### src/rtl/pdsw_pkg.sv
// ----------------------------------------------------------------------------
// pdsw_pkg
// Shared constants, types and helpers for the 4:1 weighted pixel downscaler.
// ----------------------------------------------------------------------------
package pdsw_pkg;

    localparam int OUT_WIDTH_DEF  = 40;
    localparam int OUT_HEIGHT_DEF = 36;

    localparam int PIX_W   = 24;
    localparam int CH_W    = 8;
    localparam int PITCH_W = 13;
    localparam int LP_W    = 12;
    localparam int BAND_W  = 10;
    localparam int XMAX_W  = 10;
    localparam int HS_W    = 12;
    localparam int VS_W    = 16;
    localparam int WT_W    = 3;

    localparam logic [PITCH_W-1:0] PITCH_RESET = 13'd160;
    localparam logic [PITCH_W-1:0] PITCH_MAX   = 13'd4096;

    typedef logic [1:0] phase_t;

    typedef struct packed {
        logic              wr;
        logic              emit;
        logic              row_end;
        logic              frame_end;
        phase_t            phase;
        logic [XMAX_W-1:0] x;
        logic [3*HS_W-1:0] hsum;
    } col_req_t;

    typedef struct packed {
        logic [PIX_W-1:0] pixel;
        logic             row_end;
        logic             frame_end;
    } out_beat_t;

    function automatic logic [WT_W-1:0] tap_weight(input phase_t p);
        logic [WT_W-1:0] w;
        case (p)
            2'd0:    w = 3'd3;
            2'd1:    w = 3'd5;
            2'd2:    w = 3'd5;
            2'd3:    w = 3'd3;
            default: w = 3'd3;
        endcase
        return w;
    endfunction

endpackage

### src/rtl/pdsw_front.sv
// ----------------------------------------------------------------------------
// pdsw_front
// Raster position tracking and horizontal weighted block sums; issues one
// column-store update per completed block segment.
// ----------------------------------------------------------------------------
module pdsw_front
    #(
        parameter int OUT_WIDTH  = pdsw_pkg::OUT_WIDTH_DEF,
        parameter int OUT_HEIGHT = pdsw_pkg::OUT_HEIGHT_DEF
    )
    (
        input  logic                          clk,
        input  logic                          rst_n,
        input  logic                          accept,
        input  logic [pdsw_pkg::PIX_W-1:0]    pixel,
        input  logic                          frame_start,
        input  logic [pdsw_pkg::PITCH_W-1:0]  pitch,
        output pdsw_pkg::col_req_t            req
    );
    import pdsw_pkg::*;

    logic [LP_W-1:0]   lp_reg, lp_next;
    phase_t            phase_reg, phase_next;
    logic [BAND_W-1:0] band_reg, band_next;
    logic              done_reg, done_next;
    logic [3*HS_W-1:0] hsum_reg, hsum_next;

    logic [LP_W-1:0]    lp0;
    phase_t             ph0;
    logic [BAND_W-1:0]  band0;
    logic               done0;
    logic [3*HS_W-1:0]  hsum0;
    logic [3*HS_W-1:0]  hsum_add;
    logic               active;
    logic               blk_end;
    logic [WT_W-1:0]    wh;
    logic [PITCH_W-1:0] lp_inc;
    logic [BAND_W:0]    band_inc;
    logic [XMAX_W-1:0]  x;
    logic               re;

    always_comb
    begin
        lp0   = frame_start ? '0 : lp_reg;
        ph0   = frame_start ? '0 : phase_reg;
        band0 = frame_start ? '0 : band_reg;
        done0 = frame_start ? 1'b0 : done_reg;
        hsum0 = frame_start ? '0 : hsum_reg;

        active = !done0 && ({1'b0, band0} < (BAND_W+1)'(OUT_HEIGHT))
                 && ({1'b0, lp0} < PITCH_W'(4 * OUT_WIDTH));
        wh = tap_weight(lp0[1:0]);
        for (int c = 0; c < 3; c++)
        begin
            hsum_add[c*HS_W +: HS_W] = HS_W'(hsum0[c*HS_W +: HS_W]
                + HS_W'(wh) * HS_W'(pixel[c*CH_W +: CH_W]));
        end
        blk_end = active && (lp0[1:0] == 2'd3);
        x       = lp0[LP_W-1:2];
        re      = (x == XMAX_W'(OUT_WIDTH - 1));

        req.wr        = accept && blk_end;
        req.emit      = (ph0 == 2'd3);
        req.row_end   = re;
        req.frame_end = re && ({1'b0, band0} == (BAND_W+1)'(OUT_HEIGHT - 1));
        req.phase     = ph0;
        req.x         = x;
        req.hsum      = hsum_add;

        lp_inc   = {1'b0, lp0} + 1'b1;
        band_inc = {1'b0, band0} + 1'b1;

        lp_next    = lp_inc[LP_W-1:0];
        phase_next = ph0;
        band_next  = band0;
        done_next  = done0;
        if (blk_end)
            hsum_next = '0;
        else if (active)
            hsum_next = hsum_add;
        else
            hsum_next = hsum0;

        if (lp_inc >= pitch)
        begin
            lp_next   = '0;
            hsum_next = '0;
            if (!done0)
            begin
                phase_next = ph0 + 2'd1;
                if (ph0 == 2'd3)
                begin
                    if (band_inc >= (BAND_W+1)'(OUT_HEIGHT))
                        done_next = 1'b1;
                    else
                        band_next = band_inc[BAND_W-1:0];
                end
            end
        end
    end

    always_ff @(posedge clk or negedge rst_n)
    begin
        if (!rst_n)
        begin
            lp_reg    <= '0;
            phase_reg <= '0;
            band_reg  <= '0;
            done_reg  <= 1'b0;
            hsum_reg  <= '0;
        end
        else if (accept)
        begin
            lp_reg    <= lp_next;
            phase_reg <= phase_next;
            band_reg  <= band_next;
            done_reg  <= done_next;
            hsum_reg  <= hsum_next;
        end
    end

endmodule

### src/rtl/pdsw_colmem.sv
// ----------------------------------------------------------------------------
// pdsw_colmem
// Column accumulator store: synchronous read, vertical weighted add, write
// back in the cycle after the read.
// ----------------------------------------------------------------------------
module pdsw_colmem
    #(
        parameter int OUT_WIDTH = pdsw_pkg::OUT_WIDTH_DEF
    )
    (
        input  logic                   clk,
        input  logic                   rst_n,
        input  pdsw_pkg::col_req_t     req,
        output logic                   push,
        output pdsw_pkg::out_beat_t    push_beat,
        output logic                   emit_pending
    );
    import pdsw_pkg::*;

    localparam int X_W = (OUT_WIDTH > 1) ? $clog2(OUT_WIDTH) : 1;

    // Same-entry updates are at least one block (four beats) apart, so the
    // write-back always lands before the next read of that entry.
    logic [3*VS_W-1:0] mem [OUT_WIDTH];

    logic              s1_valid_reg;
    col_req_t          s1_reg;
    logic [3*VS_W-1:0] rd_reg;
    logic [3*VS_W-1:0] vsum;
    logic [WT_W-1:0]   wv;
    logic [VS_W-1:0]   base;

    always_comb
    begin
        wv = tap_weight(s1_reg.phase);
        for (int c = 0; c < 3; c++)
        begin
            base = (s1_reg.phase == 2'd0) ? '0 : rd_reg[c*VS_W +: VS_W];
            vsum[c*VS_W +: VS_W] = VS_W'(base
                + VS_W'(wv) * VS_W'(s1_reg.hsum[c*HS_W +: HS_W]));
        end
        for (int c = 0; c < 3; c++)
        begin
            push_beat.pixel[c*CH_W +: CH_W] = vsum[c*VS_W + 8 +: CH_W];
        end
        push_beat.row_end   = s1_reg.row_end;
        push_beat.frame_end = s1_reg.frame_end;
        push         = s1_valid_reg && s1_reg.emit;
        emit_pending = push;
    end

    always_ff @(posedge clk)
    begin
        if (req.wr)
            rd_reg <= mem[req.x[X_W-1:0]];
        if (s1_valid_reg)
            mem[s1_reg.x[X_W-1:0]] <= vsum;
    end

    always_ff @(posedge clk)
    begin
        if (req.wr)
            s1_reg <= req;
    end

    always_ff @(posedge clk or negedge rst_n)
    begin
        if (!rst_n)
            s1_valid_reg <= 1'b0;
        else
            s1_valid_reg <= req.wr;
    end

endmodule

### src/rtl/pdsw_outq.sv
// ----------------------------------------------------------------------------
// pdsw_outq
// Two-entry result queue decoupling the output handshake from the pipeline.
// ----------------------------------------------------------------------------
module pdsw_outq
    (
        input  logic                 clk,
        input  logic                 rst_n,
        input  logic                 push,
        input  pdsw_pkg::out_beat_t  push_beat,
        input  logic                 pop,
        output logic                 not_empty,
        output pdsw_pkg::out_beat_t  head,
        output logic [1:0]           count
    );
    import pdsw_pkg::*;

    out_beat_t  q_reg [2];
    logic       wr_ptr_reg, wr_ptr_next;
    logic       rd_ptr_reg, rd_ptr_next;
    logic [1:0] count_reg, count_next;
    logic       do_pop;

    always_comb
    begin
        do_pop      = pop && (count_reg != 2'd0);
        wr_ptr_next = push ? !wr_ptr_reg : wr_ptr_reg;
        rd_ptr_next = do_pop ? !rd_ptr_reg : rd_ptr_reg;
        count_next  = count_reg + {1'b0, push} - {1'b0, do_pop};
        not_empty   = (count_reg != 2'd0);
        head        = q_reg[rd_ptr_reg];
        count       = count_reg;
    end

    always_ff @(posedge clk)
    begin
        if (push)
            q_reg[wr_ptr_reg] <= push_beat;
    end

    always_ff @(posedge clk or negedge rst_n)
    begin
        if (!rst_n)
        begin
            wr_ptr_reg <= 1'b0;
            rd_ptr_reg <= 1'b0;
            count_reg  <= '0;
        end
        else
        begin
            wr_ptr_reg <= wr_ptr_next;
            rd_ptr_reg <= rd_ptr_next;
            count_reg  <= count_next;
        end
    end

endmodule

### src/rtl/pixel_downscale_4x_weighted_core.sv
// ----------------------------------------------------------------------------
// pixel_downscale_4x_weighted_core
// 4:1 weighted (3,5,5,3) RGB image downscaler with a column accumulator store.
//
//   channel | dir | signals                        | beat contents
//   s_      | in  | tvalid tready tdata tuser      | source pixel, frame start
//   m_      | out | tvalid tready tdata tlast tuser| scaled pixel, row/frame end
//   cfg_    | in  | valid ready data               | line pitch (13 bits)
//
// One source pixel per clock unless stalled. The column store is read at
// the edge that accepts the beat completing a block; the vertical add and
// write-back take the next cycle, and an emitted result enters the output
// queue at that write-back edge. Input stalls only when the two-entry
// result queue may not hold another result. The column store (OUT_WIDTH x
// 48 bits) is not cleared at reset; each band's first line writes it.
// Config writes are taken every cycle; pitch 0 acts as 1, above 4096 as 4096.
// ----------------------------------------------------------------------------
module pixel_downscale_4x_weighted_core
    #(
        parameter int OUT_WIDTH  = pdsw_pkg::OUT_WIDTH_DEF,
        parameter int OUT_HEIGHT = pdsw_pkg::OUT_HEIGHT_DEF
    )
    (
        input  logic                          clk,
        input  logic                          rst_n,
        input  logic                          s_tvalid,
        output logic                          s_tready,
        input  logic [23:0]                   s_tdata,  // pixel_in[23:0]
        input  logic                          s_tuser,  // frame_start
        output logic                          m_tvalid,
        input  logic                          m_tready,
        output logic [23:0]                   m_tdata,  // pixel_out[23:0]
        output logic                          m_tlast,  // row_end
        output logic                          m_tuser,  // frame_end
        input  logic                          cfg_valid,
        output logic                          cfg_ready,
        input  logic [pdsw_pkg::PITCH_W-1:0]  cfg_data
    );
    import pdsw_pkg::*;

    logic [PITCH_W-1:0] pitch_reg, pitch_next;
    logic               accept;
    col_req_t           req;
    logic               push;
    out_beat_t          push_beat;
    logic               emit_pending;
    logic               q_not_empty;
    out_beat_t          q_head;
    logic [1:0]         q_count;

    always_comb
    begin
        if (cfg_data == '0)
            pitch_next = PITCH_W'(1);
        else if (cfg_data > PITCH_MAX)
            pitch_next = PITCH_MAX;
        else
            pitch_next = cfg_data;
        cfg_ready = 1'b1;
        s_tready  = ({1'b0, q_count} + {2'b00, emit_pending}) < 3'd2;
        accept    = s_tvalid && s_tready;
        m_tvalid  = q_not_empty;
        m_tdata   = q_head.pixel;
        m_tlast   = q_head.row_end;
        m_tuser   = q_head.frame_end;
    end

    always_ff @(posedge clk or negedge rst_n)
    begin
        if (!rst_n)
            pitch_reg <= PITCH_RESET;
        else if (cfg_valid && cfg_ready)
            pitch_reg <= pitch_next;
    end

    pdsw_front
        #(
            .OUT_WIDTH  (OUT_WIDTH),
            .OUT_HEIGHT (OUT_HEIGHT)
        )
        u_front
        (
            .clk         (clk),
            .rst_n       (rst_n),
            .accept      (accept),
            .pixel       (s_tdata),
            .frame_start (s_tuser),
            .pitch       (pitch_reg),
            .req         (req)
        );

    pdsw_colmem
        #(
            .OUT_WIDTH (OUT_WIDTH)
        )
        u_colmem
        (
            .clk          (clk),
            .rst_n        (rst_n),
            .req          (req),
            .push         (push),
            .push_beat    (push_beat),
            .emit_pending (emit_pending)
        );

    pdsw_outq u_outq
        (
            .clk       (clk),
            .rst_n     (rst_n),
            .push      (push),
            .push_beat (push_beat),
            .pop       (m_tready),
            .not_empty (q_not_empty),
            .head      (q_head),
            .count     (q_count)
        );

endmodule
### config.mk
export PLATFORM = sky130hd
export DESIGN_NAME = pixel_downscale_4x_weighted_core
export DESIGN_NICKNAME = d
export VERILOG_FILES = /design/src/rtl/pdsw_pkg.sv /design/src/rtl/pdsw_front.sv /design/src/rtl/pdsw_colmem.sv /design/src/rtl/pdsw_outq.sv /design/src/rtl/pixel_downscale_4x_weighted_core.sv
export SDC_FILE = /design/constraint.sdc
export NUM_CORES = 2
export LEC_CHECK = 0
export BUFFER_PORTS_ARGS = -buffer_cell sky130_fd_sc_hd__buf_2
export CAP_MARGIN = 0
export CORE_AREA = 2 2 552 554
export CTS_BUF_LIST = sky130_fd_sc_hd__clkbuf_4 sky130_fd_sc_hd__clkbuf_8 sky130_fd_sc_hd__clkbuf_16
export CTS_CLUSTER_DIAMETER = 50
export DETAILED_ROUTE_END_ITERATION = 10
export DIE_AREA = 0 0 554 556
export PLACE_DENSITY = 0.43
export SYNTH_ARGS = -nofsm -noshare
export SYNTH_HDL_FRONTEND = slang
export SYNTH_SLANG_ARGS = --single-unit
### constraint.sdc
create_clock -name clk -period 10 [get_ports clk]
set_input_delay 1 -clock clk [delete_from_list [all_inputs] [get_ports clk]]
set_output_delay 1 -clock clk [all_outputs]
set_load 0.1 [all_outputs]
==> results.cfg <==
[setup_path]
reg2reg_from = u_colmem.s1_reg[46]$_DFFE_PP_
worst_r2r_path_depth = 17
reg2reg_to = u_colmem.mem[12][31]$_DFFE_PP_
critPathLaunchType = flip-flop
worst_setup_path_end_kind = flip-flop
path_class = reg2reg
worstPathRequired_ps = 10610
r2r_setup_slack_ps = 4500
worst_ep_arrival_time_ps = 6110
cp_max_fo = 42
critPathLaunch = u_colmem.s1_reg[46]$_DFFE_PP_

[hold_path]
whs_path_depth = 3
min_to = pitch_reg[7]$_DFFE_PN1P_
hold_path.class = in2reg
min_from = cfg_data[7]

[place]
gp_congestion = 0.792
portBuffers = 70
post-place-ws_ps = 4080
hpwl_microns = 157000

[synth]
avgSynthCellArea_sq_um = 17.0
yosysWarnings = 0
yosysSeqAreaShare_pct = 71.0
syn-cell-area_sq_mm = 0.0902
ys_async_sr_fraction_pct = 3.68
synth-edff-count = 2067
synth_cell_types = 79
yosys_most_used_dff = edfxtp_1
synth.top_cells.by_count = edfxtp_1, mux2i_1, inv_1
synthTopCellsByArea = edfxtp_1, mux4_2, mux2i_1, ha_1, dfrtp_1
yosys.area.top_type = edfxtp_1
synth_top_area_share_pct = 68.8
ys_ff_latch = 2146
netlist_instances = 5317
post-synth-top-count-cell = edfxtp_1

[global_route]
antenna_found_initial = 17
grt.total_usage_pct = 18.6
grt_pass1_wl_microns = 407000
grt_max_degree = 118
gr-total-overflow = 0
grt_pass1_vias = 51500

[layout]
design.final.nets = 5791
largest_register_ffs = 1920
area_growth_pct = 16.7
drive_gt1_share_pct = 20.0

[cts]
cts_buffers = 280
clock-sinks = 2146
hold_buffers = 1
cts_resized = 0
cts_root_buffer = clkbuf_16
cts_tree = yes
clockBufferDepth = 4
cts_setup_buffers = 0
clock_latency_ps = 860
clk_pin_slew_worst_paths_ps = 60
ctsHtreeMaxLevel = 5

[drt]
drtAntennaViolNets = 0
highest_layer = met4
first_pass_iters = 6
wl_met1_microns = 131000
vias = 50700
wl_per_cell_microns = 29.9
drtIter0Drc = 4609
drc = 0
wl_met3_microns = 16500
met2WireLength_microns = 137000
finalWirelength_microns = 290000
viasPerCell = 5.22

[floorplan]
rows = 202
ios = 72
fp.dieH_microns = 556
coreArea_sq_mm = 0.302
die-area_sq_mm = 0.308
die_w_microns = 554
initial_core_util_pct = 29.9

[sta]
hold_violations = 0
fmaxAchievable_mhz = 182
setup_slack_ps = 4500
period_share_pct = 55.0
timing.hold.ws_ps = 389
tightest_slew_ps = 1380
clock_skew_ps = 45.5
rsz0062_at_grt = false
relSlewSlack_pct = 7.89
slew_violations = 0
setup-tns-final_ps = 0
min_period_ps = 5500
setup_viol = 0

[status]
outcome = finished, final reports clean

[run]
drv_cap = 0

[power_and_ir_drop]
finalPower_w = 0.0250
power.density_mw_per_mm2 = 237
p_leak_nw = 34.4
ir_worst_vdd_v = 0.000128
[where the power goes]
| part | switching, W | internal (W) |
|---|---|---|
| logic | 0.00291 | 0.00163 |
| clock network | 0.00391 | 0.00590 |
| registers | 0.0000862 | 0.0105 |
| total | 0.00691 | 0.0180 |
[layout make-up]
cell class | count | area [sq um]
flip-flops and latches | 2146 | 64100
multi-input cells | 2526 | 24100
clock buffers | 352 | 7770
fillers | 28300 | 197000
clock inverters | 136 | 1230
well taps | 3978 | 4980
repair buffers | 259 | 1870
inverters | 312 | 1170
diodes | 3 | 7.51
[layout by cell type, fill, tap and decap left out, types with 42 or more instances in the layout]
cell and count:
fa_1 66, clkbuf_4 58, and3_1 60, o21ai_0 45, mux2i_1 435, o22ai_1 193, mux4_2 240, inv_1 311
buf_4 182, dfrtp_1 73, mux2_2 77, a221oi_1 192, nor2_4 42, nor2_1 48, a31oi_1 69, edfxtp_1 2067
nand3_1 121, a311oi_1 50, ha_1 156, buf_2 68, nor2b_1 70, nand2_1 293, clkbuf_16 292
[through the flow]
stage | std cells | utilization [%] | cell area (sq um)
CTS | 9709 | 34.8 | 105000
global route | 9711 | 34.8 | 105000
finish | 9712 | 34.8 | 105000
floorplan | 5320 | - | 90200
global placement | 9220 | 31.8 | 96200
detailed placement | 9220 | 31.8 | 96200
[kinds of logic (layout without fill, tap and decap cells)]
group | Yosys count | after routing | synth area share, %
other | 1 | 7 | 0.00416
flip-flops | 2146 | 2146 | 71.0
multiplexers | 752 | 752 | 11.8
XOR/XNOR | 72 | 72 | 0.699
AND/OR/NAND/NOR | 752 | 752 | 4.00
adder cells (fa/ha/maj) | 223 | 223 | 3.64
buffers and inverters | 648 | 1059 | 2.93
AO/OA/AOI/OAI | 723 | 723 | 5.90
[per-layer routing]
metal / vias up / global-route usage [%]
met4: 0 / 3.96
met1: 27300 / 26.2
met2: 1590 / 30.2
met5: - / 0
li1: 21400 / -
met3: 359 / 2.65
[worst max path at each step]
stage                                             endpoint  slack [ps]
after CTS                   u_colmem.mem[13][47]$_DFFE_PP_        4470
final                       u_colmem.mem[12][31]$_DFFE_PP_        4500
after detailed placement  u_front.hsum_reg[14]$_DFFE_PN0P_        4080
after global placement    u_front.hsum_reg[23]$_DFFE_PN0P_        4130
after global routing        u_colmem.mem[13][31]$_DFFE_PP_        4200
after floorplan           u_front.hsum_reg[23]$_DFFE_PN0P_        3900
[critical path, stage by stage (launching register included)]
cell	delay, ps
edfxtp_1	350
inv_1	50
ha_2	300
buf_4	510
mux2_2	410
ha_1	260
inv_1	50
fa_1	470
inv_1	60
fa_1	450
a211oi_1	270
o21bai_1	150
a31oi_1	400
o21ai_1	170
o41a_1	410
or4_1	420
nand3_1	90
buf_4	350
Note: power is estimated with default switching activity, not from simulation.
